File: src/design/assert_macros.svh
// ----------------------------------------------------------------------------
// assert_macros.svh
// Concurrent assertion macros clocked on clk and disabled during reset.
// ----------------------------------------------------------------------------
`ifndef ASSERT_MACROS_SVH
`define ASSERT_MACROS_SVH

// Implication checked in the same cycle.
`define ASSERT_NOW(label, ante, cons, msg) \
    label: assert property (@(posedge clk) disable iff (!rst_n) (ante) |-> (cons)) \
        else $error(msg);

// Implication checked in the next cycle.
`define ASSERT_NEXT(label, ante, cons, msg) \
    label: assert property (@(posedge clk) disable iff (!rst_n) (ante) |=> (cons)) \
        else $error(msg);

`endif

File: src/design/hcfr_pkg.sv
`timescale 1ns / 1ps
// ----------------------------------------------------------------------------
// hcfr_pkg
// Shared types, constants and helpers of the hex checksum frame receiver.
// ----------------------------------------------------------------------------
package hcfr_pkg;

    localparam int DEFAULT_STORE_DEPTH = 64;
    localparam logic [7:0] STOP_BYTE_RESET = 8'd10;
    localparam logic [7:0] SUM_RESET = 8'd1;

    localparam logic [7:0] ASCII_0 = 8'h30;
    localparam logic [7:0] ASCII_9 = 8'h39;
    localparam logic [7:0] ASCII_A = 8'h41;
    localparam logic [7:0] ASCII_F = 8'h46;
    localparam logic [7:0] HEX_A_VALUE = 8'd10;

    typedef enum logic [1:0] {
        CMD_BYTE    = 2'd0,
        CMD_READ    = 2'd1,
        CMD_RELEASE = 2'd2
    } cmd_t;

    typedef struct packed {
        logic       frame_ready;
        logic [6:0] frame_length;
        logic       checksum_ok;
        logic       overflow_error;
    } status_t;

    // Non-hex characters decode as 0.
    function automatic logic [3:0] hex_digit(input logic [7:0] c);
        logic [7:0] v;
        v = 8'd0;
        if (c >= ASCII_0 && c <= ASCII_9)
        begin
            v = c - ASCII_0;
        end
        else if (c >= ASCII_A && c <= ASCII_F)
        begin
            v = c - ASCII_A + HEX_A_VALUE;
        end
        return v[3:0];
    endfunction

endpackage

File: src/design/hcfr_ram.sv
`timescale 1ns / 1ps
// ----------------------------------------------------------------------------
// hcfr_ram
// Generic single-write, single-read RAM with registered read data.
// ----------------------------------------------------------------------------
module hcfr_ram #(
    parameter int WIDTH = 8,
    parameter int DEPTH = 64
) (
    input  logic                     clk,
    input  logic                     we,
    input  logic [$clog2(DEPTH)-1:0] waddr,
    input  logic [WIDTH-1:0]         wdata,
    input  logic                     re,
    input  logic [$clog2(DEPTH)-1:0] raddr,
    output logic [WIDTH-1:0]         rdata
);

    logic [WIDTH-1:0] mem_reg [DEPTH];
    logic [WIDTH-1:0] rdata_reg;

    always_ff @(posedge clk)
    begin
        if (we)
        begin
            mem_reg[waddr] <= wdata;
        end
        if (re)
        begin
            rdata_reg <= mem_reg[raddr];
        end
    end

    assign rdata = rdata_reg;

endmodule

File: src/design/hcfr_rx_core.sv
`timescale 1ns / 1ps
// ----------------------------------------------------------------------------
// hcfr_rx_core
// Receiver state: byte count, running sum, checksum digits, frame and error
// flags. Applies one transaction per step and gives the updated status.
// ----------------------------------------------------------------------------
module hcfr_rx_core #(
    parameter int STORE_DEPTH = hcfr_pkg::DEFAULT_STORE_DEPTH
) (
    input  logic                           clk,
    input  logic                           rst_n,
    input  logic                           cfg_we,
    input  logic [7:0]                     cfg_data,
    input  logic                           step,
    input  logic [1:0]                     cmd,
    input  logic [7:0]                     rx_byte,
    output hcfr_pkg::status_t              status_next,
    output logic                           wr_en,
    output logic [$clog2(STORE_DEPTH)-1:0] wr_addr,
    output logic [7:0]                     wr_data
);
    import hcfr_pkg::*;

    localparam int CW = $clog2(STORE_DEPTH + 1);
    localparam int AW = $clog2(STORE_DEPTH);
    localparam logic [CW-1:0] DEPTH_C = CW'(STORE_DEPTH);
    localparam logic [CW-1:0] TWO_C = CW'(2);

    logic [7:0]    stop_byte_reg;
    logic [CW-1:0] count_reg, count_next;
    logic [7:0]    sum_reg, sum_next;
    logic [7:0]    last_reg, last_next;
    logic [7:0]    second_reg, second_next;
    logic          held_reg, held_next;
    logic          ok_reg, ok_next;
    logic          err_reg, err_next;

    logic [7:0]    expect_sum;
    logic [7:0]    got_sum;
    logic          is_stop;
    logic [CW+6:0] length_wide;

    assign expect_sum = sum_reg - second_reg - last_reg;
    assign got_sum = {hex_digit(second_reg), hex_digit(last_reg)};
    assign is_stop = (rx_byte == stop_byte_reg);

    always_ff @(posedge clk or negedge rst_n)
    begin
        if (!rst_n)
        begin
            stop_byte_reg <= STOP_BYTE_RESET;
            count_reg     <= '0;
            sum_reg       <= SUM_RESET;
            last_reg      <= 8'd0;
            second_reg    <= 8'd0;
            held_reg      <= 1'b0;
            ok_reg        <= 1'b0;
            err_reg       <= 1'b0;
        end
        else
        begin
            if (cfg_we)
            begin
                stop_byte_reg <= cfg_data;
            end
            count_reg  <= count_next;
            sum_reg    <= sum_next;
            last_reg   <= last_next;
            second_reg <= second_next;
            held_reg   <= held_next;
            ok_reg     <= ok_next;
            err_reg    <= err_next;
        end
    end

    always_comb
    begin
        count_next  = count_reg;
        sum_next    = sum_reg;
        last_next   = last_reg;
        second_next = second_reg;
        held_next   = held_reg;
        ok_next     = ok_reg;
        err_next    = err_reg;
        wr_en       = 1'b0;
        wr_addr     = count_reg[AW-1:0];
        wr_data     = rx_byte;
        if (step)
        begin
            case (cmd)
                CMD_BYTE:
                begin
                    if (!held_reg && !err_reg)
                    begin
                        if (is_stop)
                        begin
                            held_next = 1'b1;
                            if (count_reg >= TWO_C)
                            begin
                                count_next = count_reg - TWO_C;
                                ok_next    = (expect_sum == got_sum);
                            end
                            else
                            begin
                                count_next = '0;
                                ok_next    = 1'b0;
                            end
                        end
                        else if (count_reg < DEPTH_C)
                        begin
                            wr_en       = 1'b1;
                            count_next  = count_reg + CW'(1);
                            sum_next    = sum_reg + rx_byte;
                            second_next = last_reg;
                            last_next   = rx_byte;
                        end
                        else
                        begin
                            err_next = 1'b1;
                        end
                    end
                    else if (err_reg && is_stop)
                    begin
                        err_next    = 1'b0;
                        count_next  = '0;
                        sum_next    = SUM_RESET;
                        last_next   = 8'd0;
                        second_next = 8'd0;
                        ok_next     = 1'b0;
                    end
                end
                CMD_RELEASE:
                begin
                    held_next   = 1'b0;
                    count_next  = '0;
                    sum_next    = SUM_RESET;
                    last_next   = 8'd0;
                    second_next = 8'd0;
                    ok_next     = 1'b0;
                end
                default:
                begin
                end
            endcase
        end
    end

    assign length_wide = {7'd0, count_next};

    always_comb
    begin
        status_next.frame_ready    = held_next;
        status_next.frame_length   = held_next ? length_wide[6:0] : 7'd0;
        status_next.checksum_ok    = held_next && ok_next;
        status_next.overflow_error = err_next;
    end

endmodule

File: src/design/hex_checksum_frame_receiver_top.sv
`timescale 1ns / 1ps
// ----------------------------------------------------------------------------
// hex_checksum_frame_receiver_top
// Stop-byte framed receiver with additive hex checksum and payload readback.
// ----------------------------------------------------------------------------
// Channel  Handshake              Payload
// in       in_valid / in_stall    cmd, rx_byte, read_index
// out      out_valid / out_stall  frame_ready, frame_length, checksum_ok,
//                                 overflow_error, read_data
// cfg      cfg_valid / cfg_ready  cfg_data (stop byte)
//
// One transaction per cycle unless out_stall holds the result; each passes
// the input register, then the result and payload RAM read registers.
// rst_n is asynchronous; the payload store holds no reset.
// out_stall holds the result register; in_stall rises only when both the
// input register and the result register are full and out_stall is high.
// ----------------------------------------------------------------------------
module hex_checksum_frame_receiver_top #(
    parameter int STORE_DEPTH = hcfr_pkg::DEFAULT_STORE_DEPTH
) (
    input  logic       clk,
    input  logic       rst_n,
    input  logic       cfg_valid,
    output logic       cfg_ready,
    input  logic [7:0] cfg_data,
    input  logic       in_valid,
    output logic       in_stall,
    input  logic [1:0] cmd,
    input  logic [7:0] rx_byte,
    input  logic [5:0] read_index,
    output logic       out_valid,
    input  logic       out_stall,
    output logic       frame_ready,
    output logic [6:0] frame_length,
    output logic       checksum_ok,
    output logic       overflow_error,
    output logic [7:0] read_data
);
    import hcfr_pkg::*;

    `include "assert_macros.svh"

    localparam int AW = $clog2(STORE_DEPTH);

    logic          s1_valid_reg;
    logic [1:0]    s1_cmd_reg;
    logic [7:0]    s1_byte_reg;
    logic [5:0]    s1_index_reg;
    logic          out_valid_reg;
    status_t       status_reg;
    logic          rd_sel_reg;

    logic          s1_move;
    logic          in_fire;
    status_t       status_next;
    logic          wr_en;
    logic [AW-1:0] wr_addr;
    logic [7:0]    wr_data;
    logic          rd_hit;
    logic          rd_en;
    logic [AW+5:0] rd_addr_wide;
    logic [7:0]    ram_rdata;

    assign cfg_ready = 1'b1;
    assign s1_move   = s1_valid_reg && (!out_valid_reg || !out_stall);
    assign in_stall  = s1_valid_reg && !s1_move;
    assign in_fire   = in_valid && !in_stall;

    assign rd_hit       = ({26'd0, s1_index_reg} < STORE_DEPTH);
    assign rd_en        = s1_move && (s1_cmd_reg == CMD_READ) && rd_hit;
    assign rd_addr_wide = {{AW{1'b0}}, s1_index_reg};

    always_ff @(posedge clk or negedge rst_n)
    begin
        if (!rst_n)
        begin
            s1_valid_reg  <= 1'b0;
            out_valid_reg <= 1'b0;
        end
        else
        begin
            if (in_fire)
            begin
                s1_valid_reg <= 1'b1;
            end
            else if (s1_move)
            begin
                s1_valid_reg <= 1'b0;
            end
            if (s1_move)
            begin
                out_valid_reg <= 1'b1;
            end
            else if (!out_stall)
            begin
                out_valid_reg <= 1'b0;
            end
        end
    end

    always_ff @(posedge clk)
    begin
        if (in_fire)
        begin
            s1_cmd_reg   <= cmd;
            s1_byte_reg  <= rx_byte;
            s1_index_reg <= read_index;
        end
        if (s1_move)
        begin
            status_reg <= status_next;
            rd_sel_reg <= rd_en;
        end
    end

    hcfr_rx_core #(
        .STORE_DEPTH (STORE_DEPTH)
    ) u_core (
        .clk         (clk),
        .rst_n       (rst_n),
        .cfg_we      (cfg_valid && cfg_ready),
        .cfg_data    (cfg_data),
        .step        (s1_move),
        .cmd         (s1_cmd_reg),
        .rx_byte     (s1_byte_reg),
        .status_next (status_next),
        .wr_en       (wr_en),
        .wr_addr     (wr_addr),
        .wr_data     (wr_data)
    );

    hcfr_ram #(
        .WIDTH (8),
        .DEPTH (STORE_DEPTH)
    ) u_store (
        .clk   (clk),
        .we    (wr_en),
        .waddr (wr_addr),
        .wdata (wr_data),
        .re    (rd_en),
        .raddr (rd_addr_wide[AW-1:0]),
        .rdata (ram_rdata)
    );

    assign out_valid      = out_valid_reg;
    assign frame_ready    = status_reg.frame_ready;
    assign frame_length   = status_reg.frame_length;
    assign checksum_ok    = status_reg.checksum_ok;
    assign overflow_error = status_reg.overflow_error;
    assign read_data      = rd_sel_reg ? ram_rdata : 8'd0;

    `ASSERT_NOW(a_stall_only_when_full, in_stall, s1_valid_reg && out_valid_reg && out_stall, "in_stall without full pipeline")
    `ASSERT_NEXT(a_accept_loads_stage, in_valid && !in_stall, s1_valid_reg, "accepted transaction lost")
    `ASSERT_NOW(a_held_excludes_error, out_valid && frame_ready, !overflow_error, "frame held during overflow")
    `ASSERT_NOW(a_idle_status_clear, out_valid && !frame_ready, frame_length == 7'd0 && !checksum_ok, "status without held frame")

endmodule
File: config.mk
export PLATFORM = sky130hd
export DESIGN_NAME = hex_checksum_frame_receiver_top
export DESIGN_NICKNAME = d
export VERILOG_FILES = /design/src/design/hcfr_pkg.sv /design/src/design/hcfr_ram.sv /design/src/design/hcfr_rx_core.sv /design/src/design/hex_checksum_frame_receiver_top.sv
export VERILOG_INCLUDE_DIRS = /design/src /design/src/design
export SDC_FILE = /design/constraint.sdc
export NUM_CORES = 1
export LEC_CHECK = 0
export ABC_AREA = 1
export BUFFER_PORTS_ARGS = -buffer_cell sky130_fd_sc_hd__buf_4
export CELL_PAD_IN_SITES_DETAIL_PLACEMENT = 1
export CELL_PAD_IN_SITES_GLOBAL_PLACEMENT = 1
export CORE_MARGIN = 2
export CORE_UTILIZATION = 52
export DETAILED_ROUTE_END_ITERATION = 16
export PLACE_DENSITY_LB_ADDON = 0.1
export SLEW_MARGIN = 5
export SYNTH_ARGS = -nofsm -noshare
export SYNTH_HDL_FRONTEND = slang
export SYNTH_SLANG_ARGS = --single-unit
File: constraint.sdc
create_clock -name clk -period 4.1 [get_ports clk]
set_clock_uncertainty 0.2 [all_clocks]
set_input_delay 0.82 -clock clk [delete_from_list [all_inputs] [get_ports clk]]
set_output_delay 0.82 -clock clk [all_outputs]
set_load 0.02 [all_outputs]
* After elaboration in Yosys (flattened, before gate mapping)
Memory sizes are Yosys's and may differ from the RTL's. A register that Yosys moved wholly into a read port is not among the register bits. Index checks and enable logic that the tools add are counted.
Cells by class: $lt $le $gt $ge 10, reduce and logical (&&, ||, !) cells 22, add/subtract/negate cells 11, equality and inequality tests 8, muxes and demuxes 53
Operator list (count):
- $mux W8 | 12
- $pmux W8 S2 | 3
- $mux W7 | 6
- $mux W1 | 25
- $eq A8 B8 Y1 | 2
- $ge A8 B6 Y1 const B | 2
- $ge A8 B7 Y1 const B | 2
- $le A8 B6 Y1 const B | 2
- $le A8 B7 Y1 const B | 2
- $mux W4 | 4
- $sub A4 B1 Y4 const B | 4
- $sub A8 B8 Y8 | 2
- $pmux W7 S2 | 1
- $logic_and A1 B1 Y1 | 11
- $add A4 B4 Y4 const B | 2
- $add A8 B8 Y8 | 1
- $add A7 B1 Y7 const B | 1
- $ge A7 B2 Y1 const B | 1
- $lt A7 B7 Y1 const B | 1
- $sub A7 B2 Y7 const B | 1
- $logic_not A1 Y1 | 6
- $ne A3 B3 Y1 const B | 2
- $reduce_and A5 Y1 | 1
- $pmux W1 S2 | 2
- 7 further kinds | 8
Word-level totals: register bits after elaboration 71, memories kept 1, output and inout bits 21, word-level logic and storage cells 123, RAM bits 512, input bits 29
Memories:
- u_store.mem_reg | depth 64, width 8, rd ports 1, clocked after Yosys merged registers in 1, wr ports 1, line hcfr_ram.sv:19 | logic [WIDTH-1:0] mem_reg [DEPTH];

* Depth between registers and ports, before layout
word-level depth 11, mapped depth 21, depth with buffers taken out 21

* Hierarchy
From an unflattened synthesis, not the netlist that was laid out.
Unflattened totals: cell total of the unflattened synthesis 2356, area, all modules 26058.7 um2
Modules (own cells, without submodules):
- hcfr_ram | sequential area each 15615.0 um2, cells an instance 1805, area each 21419.3 um2, instances 1
- hcfr_rx_core | sequential area each 1054.8 um2, cells an instance 490, area each 3652.3 um2, instances 1
- hex_checksum_frame_receiver_top | sequential area each 860.8 um2, cells an instance 61, area each 987.2 um2, instances 1

* Worst setup path after synthesis
OpenSTA, ideal clock, no wires.
path kind reg-to-reg, start point register s1_byte_reg[1], end point memory u_store.mem_reg[10][0] (enable), data required time 3.530 ns, arrival 2.531 ns, library setup time 0.370 ns, path slack 0.999 ns, clock period less this slack 3.101 ns, cell stages (with the launch flop) 10, path buffers 1, cells stage by stage edfxtp_1 -> xnor2_1 -> nand2_1 -> nor2_2 -> nand2_4 -> nand3_2 -> nor3_4 -> buf_6 -> nand3_4 -> nor2_1
On the way: cells in the longest elaborated chain, start to end 7
RTL lines:
- from (decl) | line hex_checksum_frame_receiver_top.sv:47 | logic [7:0] s1_byte_reg;
- from (signal assigned) | line hex_checksum_frame_receiver_top.sv:106 | s1_byte_reg <= rx_byte;
- $eq A8 B8 Y1 | line hcfr_rx_core.sv:45 | assign is_stop = (rx_byte == stop_byte_reg);
- $mux W1 | line hcfr_rx_core.sv:95 | if (is_stop)
- $mux W1 | line hcfr_rx_core.sv:93 | if (!held_reg && !err_reg)
- $mux W1 | line hcfr_rx_core.sv:90 | case (cmd)
- $mux W1 | line hcfr_rx_core.sv:88 | if (step)
- $mux W1 | line hcfr_ram.sv:24 | if (we)
- $mux W1 (implied by the code) | line hcfr_ram.sv:26 | mem_reg[waddr] <= wdata;
- to (decl) | line hcfr_ram.sv:19
No other way between the ends.

==> flow_summary.yaml <==
logic_synthesis:
  synth_compound_area_frac: 0.127
  ys_seq_elements: 591
  number_of_flops_mapped_to_enable_cells_by_yosys: 547
  synth_area_per_cell_um2: 12.1
  synth.yosys.seq_area_share: 0.700
  synth_warnings: 0
  synth_mux_area_frac: 0.00180
  synthesis.instances: 2064
  synth_top_family_by_area: "compound AO/OA/AOI/OAI gates"
  synth_fp_nets: 2129
  cell_area_synth_um2: 25000
  post_synth_xor_area_fraction: 0.00839
  postSynth.asyncResetShare: 0.0745
  synth.distinct_cells: 52
  synth_top_flop_cell: "edfxtp_1"
  synth_simple_gate_area_frac: 0.103
  post_synthesis_share_of_cell_area_spent_on_full_adders_half_adders_and_majority_gates: 0.0204
critical_path:
  timing.setup.critical_path_class: "reg2reg"
  timing.critical_path.fanout_max: 2
  reg2reg_slack_ns: 0.67
  worst-endpoint-required_ns: 4.37
  timing.critical_path.from_type: "flop"
  r2r-start: "u_core.sum_reg[0]$_DFFE_PN1P_"
  setup.worst_path.start: "u_core.sum_reg[0]$_DFFE_PN1P_"
  timing.critical_path.arrival_ns: 3.70
  critical_path.reg2reg.endpoint: "checksum_ok$_DFFE_PP_"
  worst-r2r-cell-count: 20
  worst_setup_path_end_kind: "flop"
drt:
  vias: 17245
  totalWireLength_um: 74600
  route.detailed.vias_per_inst: 6.19
  drt_pass1_iterations: 5
  routed_wire_length_per_instance_um: 26.8
  remaining_drc_errors: 0
  ant_nets: 0
  detailedRoute.firstIterationViolations: 1759
global_routing:
  grt.total_usage: 0.301
  grt_antenna_before_repair: 1
  grt_overflow: 0
  grt_start_max_net_pins: 177
  first_global_vias: 18037
  first_pass_grt_wire_length_um: 111000
cts:
  worst_setup_hold_path_clk_slew_ns: 0.06
  worst_skew_pair.late_latency_ns: 0.63
  cts_num_sinks: 591
  clk_path_buf_depth: 3
  htree_levels: 2
  holdBufCountCts: 0
  post-cts-setup-buffers: 0
  tritoncts_clock_tree: "built"
  post_cts_resize_count: 0
  tritoncts_buffers: 59
  clock_tree.root_cell: "clkbuf_16"
place:
  place_congestion: 0.849
  number_of_input_and_output_port_buffers_inserted: 48
  dpl_worst_slack_ns: 0.455
  dpl_wire_length_um: 46700
sta:
  tightestPinTransition_ns: 1.19
  timing.final.ws_setup_ns: 0.667
  timing.final.crit_share: 0.837
  fin_tns_setup_ns: 0
  highest_clock_rate_mhz: 291
  slew_violations: 0
  whs_ns: 0.000145
  final-setup-viol-count: 0
  final.min_clock_period_ns: 3.43
  timing.final.hold_violations: 0
  grt_setup_unrepaired: "no"
  max-slew-margin-rel: 0.208
worst_hold_path:
  timing.hold.worst.class: "in2async"
die:
  die_area_um2: 49900
  die_width_um: 223
  floorplan.initialDensity: 0.526
  core_area_um2: 47600
  dieHeight_um: 223
  io_pins: 50
  fp-row-count: 80
layout:
  nets: 2192
  syn2layout_area_growth_pct: 12.0
  largest_reg_flops: 512
  num_antenna_cells: 0
  layout.cells.most_common: "edfxtp_1"
  seqCellArea_um2: 17500
  fill_count: 4784
  multi_input_area_um2: 6530
  mostFrequentLayoutCells: "edfxtp_1, nor2_1, o21ai_0, nand2_1, o22ai_1"
  drive_above_1_share: 0.118
pwr:
  power_density_cells_nw_per_um2: 474
  ir_worst_vdd_mv: 0.407
  power.static_leakage_nw: 9.73
  totalPowerFinal_mw: 13.3
outcome:
  status: "complete, no violations"
run:
  max_cap_violations: 0
## stage by stage
| stage | cell area, um2 | util | cells |
|---|---|---|---|
| final | 28000 | 0.589 | 2787 |
| after global routing | 28000 | 0.589 | 2787 |
| after CTS | 28000 | 0.589 | 2787 |
| after detailed placement | 26100 | 0.549 | 2681 |
| after global placement | 26100 | 0.549 | 2681 |
| after floorplan | 25000 | - | 2064 |
## cell type report
cell class                 instances  area share
multi-input combinational       1261       0.233
tap                              615      0.0274
sequential                       591       0.625
clock inverter                    33      0.0112
timing repair buffer             121      0.0337
clock buffer                      73      0.0570
inverter                          93      0.0128
## logic make-up (layout without fill, tap and decap cells)
| family | count (synthesis) | count (layout) |
|---|---|---|
| muxes | 4 | 4 |
| xor gates and xnor gates | 24 | 24 |
| and+or+nand+nor | 634 | 634 |
| adders and majority gates | 36 | 36 |
| AOI/OAI and AO/OA | 562 | 562 |
| buffers and inverters | 212 | 320 |
| DFF | 591 | 591 |
| other | 1 | 1 |
## cells in the mapped netlist, types with 6 or more instances
cell      count  area share
xor2_1       11      0.0038
nor2_1      413       0.062
nand2_1     153       0.023
clkbuf_1     56      0.0084
o22ai_1     143       0.036
edfxtp_1    547        0.66
nor2_2        6      0.0015
o221ai_1     23      0.0080
nand3_1      39      0.0078
fa_1          8      0.0064
o21ai_1      24      0.0048
inv_1        79       0.012
ha_1         28       0.014
dfrtp_1      41       0.041
o21ai_0     315       0.063
buf_2        28      0.0056
buf_4        16      0.0048
buf_6        11      0.0049
o211ai_1     13      0.0039
a21oi_1      24      0.0048
clkbuf_2      7      0.0014
xnor2_1      13      0.0045
inv_2        12      0.0018
## power breakdown
group | internal [mW] | total (mW) | leakage, nW | switching, mW
registers | 6.67 | 6.72 | 5.51 | 0.0544
clock network | 3.07 | 5.38 | 0.928 | 2.31
logic | 0.325 | 1.19 | 3.29 | 0.867
total | 10.1 | 13.3 | 9.73 | 3.23
## routing by layer
metal,GRT usage,wire length [um]
met2,0.489,35800
met4,0.125,2940
met3,0.0365,4440
met1,0.415,31300
met5,0,9
## critical path, cell delays in order (launching register included)
cell	delay, ns
dfstp_2	0.53
inv_1	0.06
fa_1	0.51
inv_1	0.06
ha_1	0.17
inv_1	0.05
nand2_1	0.08
fa_1	0.42
nand3_1	0.13
nand2_1	0.08
nand2_1	0.07
nand2_1	0.07
nand3_1	0.08
nand2_1	0.06
nor2_1	0.12
nand2_1	0.08
nor2_1	0.10
nand3_1	0.13
nand2_1	0.10
nand2_1	0.08
a21oi_2	0.12
## how the worst max path moves through the flow
| stage | to |
|---|---|
| final | checksum_ok$_DFFE_PP_ |
| after CTS | checksum_ok$_DFFE_PP_ |
| after global routing | checksum_ok$_DFFE_PP_ |
| after global placement | u_store.mem_reg[58][3]$_DFFE_PP_ |
| after floorplan | u_store.mem_reg[10][0]$_DFFE_PP_ |
| after detailed placement | u_store.mem_reg[58][3]$_DFFE_PP_ |
Note: power is estimated with default switching activity, not from simulation.
